`src/rtl/twdfr_pkg.sv`:
```
// ----------------------------------------------------------------------------
// twdfr_pkg
// Shared types and constants for the telemetry word deframer: receive
// phases, register map, and the command/status bundles between the
// controller and the datapath.
// ----------------------------------------------------------------------------
package twdfr_pkg;

    // Default number of axis angle words in a telemetry frame
    localparam int AXIS_COUNT_DEF = 6;

    // Mask bits that must all be set for a valid position
    localparam logic [31:0] POS_MASK = 32'h0000_0007;

    // Register map (word index = paddr[3:2])
    localparam int          ADDR_W       = 4;
    localparam logic [1:0]  REG_TEL_BEGIN = 2'd0;
    localparam logic [1:0]  REG_TEL_END   = 2'd1;
    localparam logic [1:0]  REG_CAL_BEGIN = 2'd2;
    localparam logic [1:0]  REG_CAL_END   = 2'd3;

    // Receive and delivery phases
    typedef enum logic [3:0] {
        PH_IDLE,
        PH_MASK,
        PH_ANGLES,
        PH_X,
        PH_Y,
        PH_Z,
        PH_END,
        PH_CSEQ,
        PH_COK,
        PH_CX,
        PH_CY,
        PH_CZ,
        PH_CEND,
        PH_EMIT_T,
        PH_EMIT_C
    } t_phase;

    // Frame codes held in the configuration registers
    typedef struct packed {
        logic [31:0] tel_begin;
        logic [31:0] tel_end;
        logic [31:0] cal_begin;
        logic [31:0] cal_end;
    } t_cfg;

    // Controller to datapath commands
    typedef struct packed {
        logic ang_clr;
        logic ld_mask;
        logic ld_angle;
        logic ld_tx;
        logic ld_ty;
        logic ld_tz;
        logic ld_cseq;
        logic ld_cok;
        logic ld_cx;
        logic ld_cy;
        logic ld_cz;
        logic emit_clr;
        logic emit_inc;
        logic emit_cal;
    } t_dp_cmd;

    // Datapath to controller status
    typedef struct packed {
        logic tel_begin_hit;
        logic cal_begin_hit;
        logic tel_end_hit;
        logic cal_end_hit;
        logic ang_last;
        logic emit_last;
    } t_dp_sts;

endpackage

```
`src/rtl/twdfr_ctrl.sv`:
```
// ----------------------------------------------------------------------------
// twdfr_ctrl
// Frame controller: tracks the receive phase, issues store loads to the
// datapath and sequences the delivery of results on the output channel.
// ----------------------------------------------------------------------------
module twdfr_ctrl
    import twdfr_pkg::*;
(
    input  logic    i_clk,
    input  logic    i_rst_n,
    input  logic    i_valid,
    input  logic    i_is_message,
    input  logic    i_ready,
    input  t_dp_sts i_sts,
    output logic    o_ready,
    output logic    o_valid,
    output t_dp_cmd o_cmd
);

    t_phase r_phase;
    t_phase n_phase;
    logic   take;

    // Phase register
    always_ff @(posedge i_clk) begin
        if (!i_rst_n) begin
            r_phase <= PH_IDLE;
        end else begin
            r_phase <= n_phase;
        end
    end

    // Accept words only while receiving; hold input during delivery
    assign o_ready = (r_phase != PH_EMIT_T) && (r_phase != PH_EMIT_C);
    assign o_valid = !o_ready;
    assign take    = i_valid && o_ready && i_is_message;

    // Next phase and datapath commands
    always_comb begin
        n_phase = r_phase;
        o_cmd   = '0;
        o_cmd.emit_cal = (r_phase == PH_EMIT_C);
        if (take && i_sts.tel_begin_hit) begin
            // restart a telemetry frame
            o_cmd.ang_clr = 1'b1;
            n_phase       = PH_MASK;
        end else if (take && i_sts.cal_begin_hit) begin
            n_phase = PH_CSEQ;
        end else begin
            case (r_phase)
                PH_MASK: begin
                    if (take) begin
                        o_cmd.ld_mask = 1'b1;
                        n_phase       = PH_ANGLES;
                    end
                end
                PH_ANGLES: begin
                    if (take) begin
                        o_cmd.ld_angle = 1'b1;
                        if (i_sts.ang_last) begin
                            n_phase = PH_X;
                        end
                    end
                end
                PH_X: begin
                    if (take) begin
                        o_cmd.ld_tx = 1'b1;
                        n_phase     = PH_Y;
                    end
                end
                PH_Y: begin
                    if (take) begin
                        o_cmd.ld_ty = 1'b1;
                        n_phase     = PH_Z;
                    end
                end
                PH_Z: begin
                    if (take) begin
                        o_cmd.ld_tz = 1'b1;
                        n_phase     = PH_END;
                    end
                end
                PH_END: begin
                    if (take) begin
                        // deliver on a matching end word, drop otherwise
                        o_cmd.emit_clr = 1'b1;
                        n_phase = i_sts.tel_end_hit ? PH_EMIT_T : PH_IDLE;
                    end
                end
                PH_CSEQ: begin
                    if (take) begin
                        o_cmd.ld_cseq = 1'b1;
                        n_phase       = PH_COK;
                    end
                end
                PH_COK: begin
                    if (take) begin
                        o_cmd.ld_cok = 1'b1;
                        n_phase      = PH_CX;
                    end
                end
                PH_CX: begin
                    if (take) begin
                        o_cmd.ld_cx = 1'b1;
                        n_phase     = PH_CY;
                    end
                end
                PH_CY: begin
                    if (take) begin
                        o_cmd.ld_cy = 1'b1;
                        n_phase     = PH_CZ;
                    end
                end
                PH_CZ: begin
                    if (take) begin
                        o_cmd.ld_cz = 1'b1;
                        n_phase     = PH_CEND;
                    end
                end
                PH_CEND: begin
                    if (take) begin
                        n_phase = i_sts.cal_end_hit ? PH_EMIT_C : PH_IDLE;
                    end
                end
                PH_EMIT_T: begin
                    // advance one axis per delivered word
                    if (i_ready) begin
                        o_cmd.emit_inc = 1'b1;
                        if (i_sts.emit_last) begin
                            n_phase = PH_IDLE;
                        end
                    end
                end
                PH_EMIT_C: begin
                    if (i_ready) begin
                        n_phase = PH_IDLE;
                    end
                end
                default: begin
                    n_phase = PH_IDLE;
                end
            endcase
        end
    end

endmodule

```
`src/rtl/twdfr_dp.sv`:
```
// ----------------------------------------------------------------------------
// twdfr_dp
// Deframer datapath: code comparators, frame stores, angle write counter,
// delivery axis counter and the result word mux.
// ----------------------------------------------------------------------------
module twdfr_dp
    import twdfr_pkg::*;
#(
    parameter int AXIS_COUNT = AXIS_COUNT_DEF
) (
    input  logic               i_clk,
    input  logic               i_rst_n,
    input  t_cfg               i_cfg,
    input  logic [31:0]        i_word,
    input  t_dp_cmd            i_cmd,
    output t_dp_sts            o_sts,
    output logic               o_frame_kind,
    output logic [31:0]        o_telem_mask,
    output logic               o_position_valid,
    output logic [3:0]         o_axis_index,
    output logic signed [31:0] o_axis_angle,
    output logic signed [31:0] o_pos_x,
    output logic signed [31:0] o_pos_y,
    output logic signed [31:0] o_pos_z,
    output logic [31:0]        o_calib_sequence,
    output logic               o_calib_success,
    output logic               o_last
);

    localparam int CNT_W = (AXIS_COUNT > 1) ? $clog2(AXIS_COUNT) : 1;
    localparam logic [CNT_W-1:0] CNT_LAST = CNT_W'(AXIS_COUNT - 1);

    logic [CNT_W-1:0] r_ang_cnt;
    logic [CNT_W-1:0] r_emit_idx;
    logic [31:0]      r_mask;
    logic [31:0]      r_angle [AXIS_COUNT];
    logic [31:0]      r_tx, r_ty, r_tz;
    logic [31:0]      r_cseq;
    logic             r_cok;
    logic [31:0]      r_cx, r_cy, r_cz;

    // Compare the incoming word against the frame codes
    assign o_sts.tel_begin_hit = (i_word == i_cfg.tel_begin);
    assign o_sts.cal_begin_hit = (i_word == i_cfg.cal_begin);
    assign o_sts.tel_end_hit   = (i_word == i_cfg.tel_end);
    assign o_sts.cal_end_hit   = (i_word == i_cfg.cal_end);
    assign o_sts.ang_last      = (r_ang_cnt == CNT_LAST);
    assign o_sts.emit_last     = (r_emit_idx == CNT_LAST);

    // Angle write counter and delivery axis counter
    always_ff @(posedge i_clk) begin
        if (!i_rst_n) begin
            r_ang_cnt  <= '0;
            r_emit_idx <= '0;
        end else begin
            if (i_cmd.ang_clr) begin
                r_ang_cnt <= '0;
            end else if (i_cmd.ld_angle) begin
                r_ang_cnt <= r_ang_cnt + 1'b1;
            end
            if (i_cmd.emit_clr) begin
                r_emit_idx <= '0;
            end else if (i_cmd.emit_inc) begin
                r_emit_idx <= r_emit_idx + 1'b1;
            end
        end
    end

    // Frame stores, loaded one word at a time
    always_ff @(posedge i_clk) begin
        if (i_cmd.ld_mask)  r_mask <= i_word;
        if (i_cmd.ld_angle) r_angle[r_ang_cnt] <= i_word;
        if (i_cmd.ld_tx)    r_tx   <= i_word;
        if (i_cmd.ld_ty)    r_ty   <= i_word;
        if (i_cmd.ld_tz)    r_tz   <= i_word;
        if (i_cmd.ld_cseq)  r_cseq <= i_word;
        if (i_cmd.ld_cok)   r_cok  <= (i_word != '0);
        if (i_cmd.ld_cx)    r_cx   <= i_word;
        if (i_cmd.ld_cy)    r_cy   <= i_word;
        if (i_cmd.ld_cz)    r_cz   <= i_word;
    end

    // Result word: telemetry fields or calibration fields, unused ones zero
    always_comb begin
        o_frame_kind = i_cmd.emit_cal;
        if (i_cmd.emit_cal) begin
            o_telem_mask     = '0;
            o_position_valid = 1'b0;
            o_axis_index     = '0;
            o_axis_angle     = '0;
            o_pos_x          = r_cx;
            o_pos_y          = r_cy;
            o_pos_z          = r_cz;
            o_calib_sequence = r_cseq;
            o_calib_success  = r_cok;
            o_last           = 1'b1;
        end else begin
            o_telem_mask     = r_mask;
            o_position_valid = ((r_mask & POS_MASK) == POS_MASK);
            o_axis_index     = 4'(r_emit_idx);
            o_axis_angle     = r_angle[r_emit_idx];
            o_pos_x          = r_tx;
            o_pos_y          = r_ty;
            o_pos_z          = r_tz;
            o_calib_sequence = '0;
            o_calib_success  = 1'b0;
            o_last           = o_sts.emit_last;
        end
    end

endmodule

```
`src/rtl/arm_telemetry_word_deframer.sv`:
```
// ----------------------------------------------------------------------------
// arm_telemetry_word_deframer
// Deframes mailbox words into telemetry results (one per axis) and
// calibration results, with the four frame codes set over an APB port.
//
//  channel   direction  handshake            payload
//  input     in         i_valid / o_ready    i_is_message, i_word
//  output    out        o_valid / i_ready    frame fields, o_last
//  config    in         psel/penable/pready  paddr, pwdata, prdata
//
// One word is taken per cycle while a frame is being received.
// A delivered telemetry frame then holds the input for AXIS_COUNT result
// words, one per output handshake; a calibration frame holds it for one.
// The result mux reads the frame stores directly, indexed by the axis counter.
// Reset is synchronous, active low: it returns to idle and zeroes the codes.
// A stalled output holds the result and the input stays not ready.
// ----------------------------------------------------------------------------
module arm_telemetry_word_deframer
    import twdfr_pkg::*;
#(
    parameter int AXIS_COUNT = AXIS_COUNT_DEF
) (
    input  logic               i_clk,
    input  logic               i_rst_n,
    // configuration port
    input  logic               psel,
    input  logic               penable,
    input  logic               pwrite,
    input  logic [ADDR_W-1:0]  paddr,
    input  logic [31:0]        pwdata,
    output logic [31:0]        prdata,
    output logic               pready,
    // word input
    input  logic               i_valid,
    output logic               o_ready,
    input  logic               i_is_message,
    input  logic [31:0]        i_word,
    // result output
    output logic               o_valid,
    input  logic               i_ready,
    output logic               o_frame_kind,
    output logic [31:0]        o_telem_mask,
    output logic               o_position_valid,
    output logic [3:0]         o_axis_index,
    output logic signed [31:0] o_axis_angle,
    output logic signed [31:0] o_pos_x,
    output logic signed [31:0] o_pos_y,
    output logic signed [31:0] o_pos_z,
    output logic [31:0]        o_calib_sequence,
    output logic               o_calib_success,
    output logic               o_last
);

    t_cfg    r_cfg;
    t_dp_cmd cmd;
    t_dp_sts sts;
    logic    cfg_wr;

    // Configuration registers
    assign pready = 1'b1;
    assign cfg_wr = psel && penable && pwrite && pready;

    always_ff @(posedge i_clk) begin
        if (!i_rst_n) begin
            r_cfg <= '0;
        end else if (cfg_wr) begin
            case (paddr[3:2])
                REG_TEL_BEGIN: r_cfg.tel_begin <= pwdata;
                REG_TEL_END:   r_cfg.tel_end   <= pwdata;
                REG_CAL_BEGIN: r_cfg.cal_begin <= pwdata;
                REG_CAL_END:   r_cfg.cal_end   <= pwdata;
                default:       r_cfg           <= r_cfg;
            endcase
        end
    end

    // Register readback
    always_comb begin
        case (paddr[3:2])
            REG_TEL_BEGIN: prdata = r_cfg.tel_begin;
            REG_TEL_END:   prdata = r_cfg.tel_end;
            REG_CAL_BEGIN: prdata = r_cfg.cal_begin;
            REG_CAL_END:   prdata = r_cfg.cal_end;
            default:       prdata = '0;
        endcase
    end

    twdfr_ctrl u_ctrl (
        .i_clk        (i_clk),
        .i_rst_n      (i_rst_n),
        .i_valid      (i_valid),
        .i_is_message (i_is_message),
        .i_ready      (i_ready),
        .i_sts        (sts),
        .o_ready      (o_ready),
        .o_valid      (o_valid),
        .o_cmd        (cmd)
    );

    twdfr_dp #(
        .AXIS_COUNT (AXIS_COUNT)
    ) u_dp (
        .i_clk            (i_clk),
        .i_rst_n          (i_rst_n),
        .i_cfg            (r_cfg),
        .i_word           (i_word),
        .i_cmd            (cmd),
        .o_sts            (sts),
        .o_frame_kind     (o_frame_kind),
        .o_telem_mask     (o_telem_mask),
        .o_position_valid (o_position_valid),
        .o_axis_index     (o_axis_index),
        .o_axis_angle     (o_axis_angle),
        .o_pos_x          (o_pos_x),
        .o_pos_y          (o_pos_y),
        .o_pos_z          (o_pos_z),
        .o_calib_sequence (o_calib_sequence),
        .o_calib_success  (o_calib_success),
        .o_last           (o_last)
    );

    // Receiving and delivering never overlap
    a_rx_tx_excl: assert property (@(posedge i_clk) disable iff (!i_rst_n)
        !(o_valid && o_ready))
        else $error("input ready while a result is pending");

    // The final result of a frame returns the block to receiving
    a_last_idle: assert property (@(posedge i_clk) disable iff (!i_rst_n)
        (o_valid && i_ready && o_last) |=> (o_ready && !o_valid))
        else $error("result pending after final word delivered");

    // A calibration result is always a single, final word
    a_cal_last: assert property (@(posedge i_clk) disable iff (!i_rst_n)
        (o_valid && o_frame_kind) |-> o_last)
        else $error("calibration result not marked last");

    // No result right after reset
    a_rst_quiet: assert property (@(posedge i_clk)
        (i_rst_n && $past(!i_rst_n)) |-> !o_valid)
        else $error("result pending after reset");

endmodule

```
`config.mk`:
```
export PLATFORM = sky130hd
export DESIGN_NAME = arm_telemetry_word_deframer
export DESIGN_NICKNAME = d
export VERILOG_FILES = /design/src/rtl/twdfr_pkg.sv /design/src/rtl/twdfr_ctrl.sv /design/src/rtl/twdfr_dp.sv /design/src/rtl/arm_telemetry_word_deframer.sv
export SDC_FILE = /design/constraint.sdc
export NUM_CORES = 1
export LEC_CHECK = 0
export BUFFER_PORTS_ARGS = -buffer_cell sky130_fd_sc_hd__buf_4
export CAP_MARGIN = 20
export CORE_UTILIZATION = 58
export CTS_CLUSTER_DIAMETER = 150
export CTS_CLUSTER_SIZE = 24
export DETAILED_ROUTE_END_ITERATION = 8
export PLACE_DENSITY = 0.88
export RECOVER_POWER = 100
export SYNTH_ARGS = -nofsm -noshare
export SYNTH_HDL_FRONTEND = slang
export SYNTH_SLANG_ARGS = --single-unit
```
`constraint.sdc`:
```
create_clock -name i_clk -period 6 [get_ports i_clk]
set_clock_uncertainty 0.2 [all_clocks]
set_input_delay 0.6 -clock i_clk [delete_from_list [all_inputs] [get_ports i_clk]]
set_output_delay 0.6 -clock i_clk [all_outputs]
set_load 0.05 [all_outputs]
```
Word level (Yosys, flattened, before mapping) --
Memories as Yosys holds them, arrays and structs flattened. A register that Yosys moved wholly into a read port is not among the register bits. Index checks and enable logic that the tools add are counted.
Storage, ports and cells: bits in registers 395, memory bits (writable) 192, bits of input ports 76, output and inout bits 235, memories 1
Memory list:
- u_dp.r_angle | depth 6, bits a word 32, read ports 1, clocked after Yosys merged registers in 1, write ports 1, line twdfr_dp.sv:36 | logic [31:0] r_angle [AXIS_COUNT];
Cells by class: $add $sub $neg 2, equal/unequal tests 74, mux-type cells 53, bitwise gates (word level) 1, reduce and logical (&&, ||, !) cells 21
Operators by type and width (number):
- $mux 32 | 6
- $eq 32x32->1 | 4
- $pmux 32 s4 | 1
- $mux 4 | 18
- $pmux 4 s14 | 1
- $ne 4x1->1 const B | 12
- $reduce_and 16->1 | 3
- $ne 3x1->1 const B | 12
- $reduce_bool 32->1 | 1
- $eq 4x4->1 const B | 7
- $mux 12 | 2
- $ne 2x1->1 const B | 12
- $mux 1 | 21
- $eq 4x3->1 const B | 4
- $ne 4x2->1 const B | 4
- $mux 3 | 4
- $ne 3x2->1 const B | 4
- $eq 3x3->1 const B | 3
- $eq 4x2->1 const B | 2
- $ne 2x2->1 const B | 4
- $ne 4x4->1 const B | 2
- $reduce_and 2->1 | 4
- $logic_and 1x1->1 | 7
- $add 3x1->3 const B | 2
- other kinds (8) | 11

Depth between registers and ports, before layout --
Gate-level depths: netlist of run 1.
depth in word-level cells 10, gate-level depth with buffers 9

By module --
A second synthesis of run 1 with hierarchy kept.
Second synthesis, totals: cell total of the unflattened synthesis 1624, area, all modules 24447.2 um^2
Modules (own cells, without submodules):
- twdfr_dp | instances 1, cells each 1046, area each 18428.9 um^2, seq. area each 13663.1 um^2
- arm_telemetry_word_deframer | instances 1, cells each 497, area each 5470.2 um^2, seq. area each 2562.5 um^2
- twdfr_ctrl | instances 1, cells each 81, area each 548.0 um^2, seq. area each 80.1 um^2

Worst setup path after synthesis of run 1 --
Ideal clock, no wire load.
path kind input port to flip-flop, from input port i_word[6], to memory u_dp.r_angle[0][0] (enable), library setup time 502 ps, arrival time 4756 ps, slack 543 ps, stages on the path 8, buffers on the path 2, cell sequence buf_2 -> xor2_1 -> nor4_2 -> nand4_2 -> o21ai_2 -> or2_1 -> buf_6 -> nor4_1
On the way: longest elaborated chain between the ends 6, elaborated cells between the ends (all ways) 8, those cells by class 2 x eq/ne; 4 x mux; 2 x reduce/logical
RTL lines:
- start: declaration | line arm_telemetry_word_deframer.sv:37 | input logic [31:0] i_word,
- $eq 32x32->1 | line twdfr_dp.sv:44 | assign o_sts.cal_begin_hit = (i_word == i_cfg.cal_begin);
- $logic_and 1x1->1 | line twdfr_ctrl.sv:47 | end else if (take && i_sts.cal_begin_hit) begin
- $mux 12 | line twdfr_ctrl.sv:47
- $mux 12 * | line twdfr_ctrl.sv:43 | if (take && i_sts.tel_begin_hit) begin
- $mux 1 * | line twdfr_dp.sv:72 | if (i_cmd.ld_angle) r_angle[r_ang_cnt] <= i_word;
- $mux 1 (implied by the code) * | line twdfr_dp.sv:72
- end: declaration | line twdfr_dp.sv:36
Every way passes the cells marked *; elsewhere a longest branch is shown, timed or not.

Final worst setup path of run 1 --
from register u_ctrl.r_phase[2], to output port o_axis_angle[2]
On the way: longest elaborated chain between the ends 2
RTL lines:
- start: declaration | line twdfr_ctrl.sv:20 | t_phase r_phase;
- start signal: assignment | line twdfr_ctrl.sv:29 | r_phase <= n_phase;
- $eq 4x4->1 | line twdfr_ctrl.sv:42 | o_cmd.emit_cal = (r_phase == PH_EMIT_C);
- $mux 32 | line twdfr_dp.sv:86 | if (i_cmd.emit_cal) begin
- end: declaration | line arm_telemetry_word_deframer.sv:45 | output logic signed [31:0] o_axis_angle,
Every way passes these cells.

==> results of run 1 <==
## worst max-delay path: cells and delay by family, from the launching register on
kind / cells / cell delay, ns
buffers and inverters: 3 / 2.26
and+or+nand+nor: 2 / 0.82
AOI/OAI and AO/OA: 1 / 0.16
DFF: 1 / 0.64
## layer usage
metal  vias up  track usage [%]
met5         -                0
met4         0             12.0
met3       162             5.24
met2      1097             49.1
met1      8163             40.1
li1       7204                -
## power breakdown
group	internal [uW]	total (uW)	switching, uW
clock network	920	2150	1230
registers	4420	4450	31.6
logic	132	461	329
total	5470	7060	1590
## how the worst max path moves through the flow
stage | startpoint | end | slack, ns | cells past startpoint
after floorplan | i_word[6] | u_dp.r_angle[0][0] | 0.54 | 8
after global placement | i_word[1] | u_dp.r_mask[4] | 1.84 | 8
after detailed placement | i_word[11] | u_dp.r_mask[10] | 1.77 | 8
after CTS | u_ctrl.r_phase[2] | o_pos_z[9] | 1.14 | 7
after global routing | u_ctrl.r_phase[2] | o_axis_angle[9] | 0.49 | 6
final | u_ctrl.r_phase[2] | o_axis_angle[2] | 0.72 | 6
## sequential cells by signal, summed over array words and instances, names as in the netlist, named ones only
name	flops
u_dp.r_cy	32
u_dp.r_tx	32
u_dp.r_cx	32
u_dp.r_cz	32
u_ctrl.r_phase	4
u_dp.r_tz	32
u_dp.r_ang_cnt	3
r_cfg	128
u_dp.r_ty	32
u_dp.r_angle	192
u_dp.r_cseq	32
u_dp.r_emit_idx	3
u_dp.r_cok	1
u_dp.r_mask	32
## placed cells by master, fill, tap and decap left out, types with 8 or more instances in the layout
| cell | synthesis | routed |
|---|---|---|
| sky130_fd_sc_hd__nand2_1 | 558 | 558 |
| sky130_fd_sc_hd__edfxtp_1 | 449 | 449 |
| sky130_fd_sc_hd__clkbuf_1 | 81 | 200 |
| sky130_fd_sc_hd__buf_4 | 7 | 145 |
| sky130_fd_sc_hd__dfxtp_1 | 141 | 138 |
| sky130_fd_sc_hd__a21boi_0 | 129 | 129 |
| sky130_fd_sc_hd__xor2_1 | 121 | 121 |
| sky130_fd_sc_hd__mux4_2 | 64 | 64 |
| sky130_fd_sc_hd__nor2_1 | 44 | 44 |
| sky130_fd_sc_hd__and2_0 | 0 | 43 |
| sky130_fd_sc_hd__a211oi_1 | 33 | 33 |
| sky130_fd_sc_hd__nor4_1 | 32 | 33 |
| sky130_fd_sc_hd__mux2i_1 | 32 | 32 |
| sky130_fd_sc_hd__clkbuf_16 | 0 | 29 |
| sky130_fd_sc_hd__and2_1 | 68 | 25 |
| sky130_fd_sc_hd__nor4_2 | 12 | 10 |
| sky130_fd_sc_hd__nor3_1 | 7 | 10 |
| sky130_fd_sc_hd__clkbuf_2 | 0 | 9 |
| sky130_fd_sc_hd__inv_1 | 8 | 8 |
| sky130_fd_sc_hd__nand4_1 | 7 | 8 |
| sky130_fd_sc_hd__xnor2_1 | 8 | 8 |
## cell families (layout without fill, tap and decap cells)
| group | count (synthesis) | count (layout) | share of synthesized area [%] |
|---|---|---|---|
| AOI/OAI and AO/OA | 187 | 187 | 5.68 |
| xor gates and xnor gates | 132 | 132 | 4.72 |
| adders and majority gates | 5 | 5 | 0.241 |
| buffers and inverters | 151 | 394 | 2.99 |
| DFF | 590 | 590 | 65.3 |
| muxes | 98 | 98 | 7.15 |
| other | 2 | 2 | 0.0301 |
| and+or+nand+nor | 767 | 767 | 13.8 |
## cell type report
class / instances / area [um^2]
Clock inverter: 1 / 11.3
Multi-Input combinational cell: 1191 / 7880
Tap cell: 539 / 674
Timing Repair Buffer: 333 / 1830
Sequential cell: 590 / 16300
Inverter: 9 / 33.8
Fill cell: 3129 / 14700
Clock buffer: 51 / 808
## stage by stage
stage / hold slack, ns / utilization (%) / total power [uW] / setup slack, ns / cell area (um^2)
floorplan: 0.265 / - / 4820 / 0.543 / 25000
global placement: 0.276 / 65.1 / 5000 / 1.84 / 27500
detailed placement: 0.287 / 65.1 / 5020 / 1.77 / 27500
CTS: 0.0605 / 67.1 / 7080 / 1.14 / 28300
global route: 0.0659 / 65.2 / 7230 / 0.487 / 27600
finish: 0.0672 / 65.2 / 7060 / 0.716 / 27600
==> flow_summary_export.csv, run 1 <==
group,metric,value,unit
status,status,"finished with violations",
status,violations,"capacitance limit, slew limit",
critical_path,crit_path_max_fanout,107,
die,design.core.area,0.0422,mm^2
clocking,tritoncts_buffers,28,
place,port-buffer-count,306,
sta,timing.final.hold_violations,0,
place,place.detailed.instances,2661,
critical_path,critical_path.max_stage_delay,1.39,ns
die,ioPinCount,311,
sta,grt_setup_unrepaired,"false",
sta,report.final.slew_viol_count,365,
drt,met2_wirelength,32000,um
drt,routed_length_on_met1,24600,um
drt,num_vias,16600,
critical_path,r2r_end,"u_dp.r_tz[3]",
sta,relSlewSlack,-116,%
pwr,max-vdd-ir-drop,0.257,mV
worst_hold_path,min_path_type,"primary input to flip-flop",
cells_and_area,post_route_cells_drive_above_1_share,13.0,%
critical_path,required,5.20,ns
grt,gr-total-overflow,0,
clocking,cts_max_path_buffers,3,
grt,number_of_global_route_vias_before_repair,16100,
critical_path,critical-path-slowest-cell,"sky130_fd_sc_hd__inv_2",
logic_synthesis,synth_ff_type,"sky130_fd_sc_hd__edfxtp_1",
drt,drc,0,
clocking,clk_root_buffer_cell,"sky130_fd_sc_hd__clkbuf_16",
critical_path,crit_path_cell_trace,"nand2_1 > or2_4 > inv_2 > buf_4 > a211oi_1 > clkbuf_1",
clocking,cts_setup_buffers,0,
clocking,clk_pin_slew,0.10,ns
critical_path,r2r_cells,7,
drt,avgRoutedWirePerCell,24.5,um
logic_synthesis,area_fraction_of_the_dominant_cell_type_after_synthesis,54.0,%
die,die-height,209,um
die,fp.dieW,209,um
cells_and_area,fin_cells,2714,
cells_and_area,area_growth,10.4,%
worst_hold_path,holdPathEnd,"r_cfg[38]",
logic_synthesis,post_synth_instance_area,0.0250,mm^2
clocking,cts.sink_count,590,
logic_synthesis,synth_common_cells,"558 x sky130_fd_sc_hd__nand2_1, 449 x sky130_fd_sc_hd__edfxtp_1, 141 x sky130_fd_sc_hd__dfxtp_1",
cells_and_area,fin_nets,2233,
cells_and_area,antennaDiodeCount,0,
die,die-area,0.0439,mm^2
logic_synthesis,yosysMostFrequentCell,"sky130_fd_sc_hd__nand2_1",
critical_path,crit_type,"flip-flop to primary output",
logic_synthesis,yosys_warnings,0,
critical_path,worst-endpoint-arrival,4.48,ns
sta,worstMarginPinSlew,3.25,ns
sta,fin_setup_tns,0,ns
die,rows,75,
worst_hold_path,worst_hold_path_depth,3,
pwr,p_leak,0.00950,uW
grt,initial_antenna_violation_count,1,
grt,track_usage,30.0,%
logic_synthesis,synth_area_per_cell,12.9,um^2
clocking,clkLatencyLatePin,0.60,ns
drt,route.antenna.remaining_nets,0,
sta,period_needed,5.28,ns
logic_synthesis,synthDistinctLibCells,57,
drt,routed.top_layer,"met4",
die,starting_utilization_of_the_core_area,59.1,%
drt,routed-wl-met3,7460,um
logic_synthesis,mappedNetlistNets,2012,
grt,grt_first_pass_wirelength,98000,um
grt,grt_start_max_net_pins,135,
critical_path,r2r-start,"u_ctrl.r_phase[1]",
drt,first_pass_iters,6,
pwr,powerDensity,256,mW/mm^2
place,post-dp-hpwl,41900,um
place,place.gp.congestion,0.899,
critical_path,reg2reg_setup_slack,1.21,ns
run,timing.max_cap.violations,12,
clocking,cts_hold_repair.buffers,0,
drt,route.detailed.vias_per_inst,6.13,
sta,finalCritPeriodShare,88.1,%
logic_synthesis,asyncSetResetFlopFracSynth,0,%
critical_path,crit_path_start_kind,"flip-flop",
clocking,cts_resized,0,
drt,wirelength,66600,um
logic_synthesis,ys_seq_area_share,65.3,%
clocking,tritoncts,"done",
sta,fmax,189,MHz
drt,dr.first_iter.drc_count,2069,
logic_synthesis,yosys_register_bits,590,
logic_synthesis,postSynthCellCount,1932,
critical_path,critPathCaptureType,"primary output",
sta,setup-violations-final,0,
logic_synthesis,synth_top_cells_by_area,"sky130_fd_sc_hd__edfxtp_1 54%, sky130_fd_sc_hd__dfxtp_1 11%, sky130_fd_sc_hd__nand2_1 8.4%",
logic_synthesis,post_synth_edffs,449,
worst_hold_path,hold_path_startpoint,"pwdata[6]",
clocking,ctsHtreeMaxLevel,1,
logic_synthesis,synth.largest_area_cell,"sky130_fd_sc_hd__edfxtp_1",
(Power assumes the default switching activity.)
==> inputs of run 2 (changes only) <==
Settings changed: CORE_UTILIZATION 58 to 42, PLACE_DENSITY 0.88 to 0.69.
==> run 2 against run 1 <==
The run still ends with capacitance limit, slew limit left. Global-route usage fell by 7.9 points. Worst setup slack got worse by 0.12 ns. Combinational power grew 2%. Critical path depth increased by 3. Worst hold slack lost 0.023 ns. Highest routed layer unchanged. Flip-flop and latch count is the same. Core utilization shrank 18 points. Count of clock-buffer cells in the layout is 15 lower. Via count shrank 3.8%. Die area grew 38%. Largest cell class unchanged.
==> flow_summary_export.csv, run 2 (same netlist as run 1, synthesis figures left out) <==
group,metric,value,unit
status,status,"finished with violations",
status,violations,"capacitance limit, slew limit",
critical_path,crit_path_start_kind,"primary input",
cells_and_area,number_of_flip_flops_under_the_largest_register_name,192,
drt,wirelength,68600,um
clocking,clkLatencyLatePin,0.63,ns
cells_and_area,reg_top3,"u_dp.r_angle: 192 flops, r_cfg: 128 flops",
sta,grt_setup_unrepaired,"false",
clocking,cts_max_path_buffers,3,
clocking,ctsHtreeMaxLevel,1,
place,post-place-ws,1.69,ns
sta,report.final.slew_viol_count,147,
drt,avgRoutedWirePerCell,23.5,um
grt,initial_antenna_violation_count,1,
sta,worstMarginPinSlew,3.40,ns
drt,route.detailed.vias_per_inst,5.47,
cells_and_area,area_growth,11.0,%
cells_and_area,multi_input_area,0.00791,mm^2
sta,setup_slack,0.599,ns
clocking,cts.sink_count,590,
die,ioPinCount,311,
clocking,cts_hold_repair.buffers,0,
critical_path,required,5.95,ns
cells_and_area,final_common_cell,"sky130_fd_sc_hd__nand2_1",
place,place.gp.congestion,0.886,
cells_and_area,n_fill_cell,5234,
sta,timing.final.hold_violations,0,
sta,worst_hold_slack,0.0447,ns
critical_path,critical_path.max_stage_delay,1.09,ns
grt,gr-total-overflow,0,
clocking,cts_resized,0,
cells_and_area,fin_cells,2925,
critical_path,worst-endpoint-arrival,5.35,ns
sta,finalCritPeriodShare,90.0,%
critical_path,critical_path_cell_count,9,
clocking,cts_setup_buffers,0,
die,starting_utilization_of_the_core_area,42.8,%
place,port-buffer-count,306,
pwr,max-vdd-ir-drop,0.224,mV
critical_path,critical-path-slowest-cell,"sky130_fd_sc_hd__clkbuf_1",
sta,fin_setup_tns,0,ns
cells_and_area,register_with_the_highest_flop_count,"u_dp.r_angle",
cells_and_area,regArea,0.0163,mm^2
critical_path,r2r_cells,8,
critical_path,crit_path_cell_trace,"clkbuf_1 > xor2_1 > nor4_1 > nand2_1 > nor3_1 > or2_1 > clkbuf_1 > nor4_1 > clkbuf_2",
sta,relSlewSlack,-126,%
drt,drc,0,
critical_path,cell_family_with_the_largest_share_of_critical_path_delay,"buffers and inverters",
drt,dr.first_iter.drc_count,1379,
drt,num_vias,16000,
die,rows,88,
place,place.detailed.instances,2886,
sta,setup-violations-final,0,
critical_path,crit_type,"primary input to flip-flop",
die,design.core.area,0.0582,mm^2
die,die-height,246,um
sta,fmax,185,MHz
clocking,tritoncts_buffers,28,
grt,number_of_global_route_vias_before_repair,15100,
drt,first_pass_iters,5,
worst_hold_path,min_path_type,"primary input to flip-flop",
run,timing.max_cap.violations,6,
die,die-area,0.0604,mm^2
grt,grt_first_pass_wirelength,98700,um
place,post-dp-hpwl,43600,um
grt,track_usage,22.1,%
pwr,p_leak,0.00944,uW
pwr,powerDensity,254,mW/mm^2
clocking,tritoncts,"done",
die,fp.dieW,246,um
critical_path,critPathCaptureType,"flip-flop",
cells_and_area,most_frequent_cells_in_the_layout,"557 x sky130_fd_sc_hd__nand2_1, 449 x sky130_fd_sc_hd__edfxtp_1, 202 x sky130_fd_sc_hd__clkbuf_1",
cells_and_area,fin_nets,2231,
clocking,clk_pin_slew,0.11,ns
worst_hold_path,worst_hold_path_depth,3,
clocking,clk_root_buffer_cell,"sky130_fd_sc_hd__clkbuf_16",
grt,grt_start_max_net_pins,109,
drt,route.antenna.remaining_nets,0,
cells_and_area,post_route_cells_drive_above_1_share,12.3,%
critical_path,critPathBufInv,3,
critical_path,crit_path_max_fanout,31,
cells_and_area,post-route-util,47.6,%
sta,period_needed,5.40,ns
[run 2: cell count changes in the layout (fill, tap and decap cells not counted), sizes merged]
cell	change
diode	+1
clkinv	+1
buf	-22
clkbuf	+5
[run 2: metrics by stage]
step                cell area, um^2  total power [uW]
floorplan                     25000              4820
global placement              27800              5020
detailed placement            27800              5030
CTS                           28600              7100
global route                  27700              7240
finish                        27700              7040
[run 2: final timing paths]
kind / start / to / slack [ns]
worst max register to register: r_cfg[38] / u_dp.r_cx[1] / 1.30
worst min-delay path: pwdata[30] / r_cfg[30] / 0.04
worst max-delay path: i_word[11] / u_dp.r_cx[1] / 0.60
worst min register to register: r_cfg[102] / r_cfg[102] / 0.30
[run 2: tightest hold or removal path, stage by stage]
cell and delay, ns:
sky130_fd_sc_hd__buf_4 0.12, sky130_fd_sc_hd__nand2_1 0.05, sky130_fd_sc_hd__a21boi_0 0.06
[run 2: area by class of cell]
type,instances,area share (%)
Timing Repair Buffer,331,6.22
Sequential cell,590,58.9
Tap cell,765,3.45
Antenna cell,1,0.00903
Clock buffer,36,2.64
Inverter,9,0.131
Clock inverter,2,0.149
Multi-Input combinational cell,1191,28.5
[run 2: report_power, final]
part,switching (uW),leakage [uW],total [uW],internal [uW]
Combinational,339,0.00389,469,131
Sequential,30.9,0.00517,4450,4420
Clock,1260,0.000372,2120,867
Total,1630,0.00944,7040,5420
[run 2: layer usage]
| metal | share of wire [%] | vias up | track usage (%) | wire [um] |
|---|---|---|---|---|
| met2 | 46 | 729 | 34.7 | 31700 |
| met4 | 2.6 | 0 | 5.44 | 1770 |
| met3 | 8.4 | 87 | 3.91 | 5750 |
| li1 | - | 7187 | - | - |
| met1 | 43 | 7996 | 31.6 | 29400 |
| met5 | 0 | - | 0 | 0 |
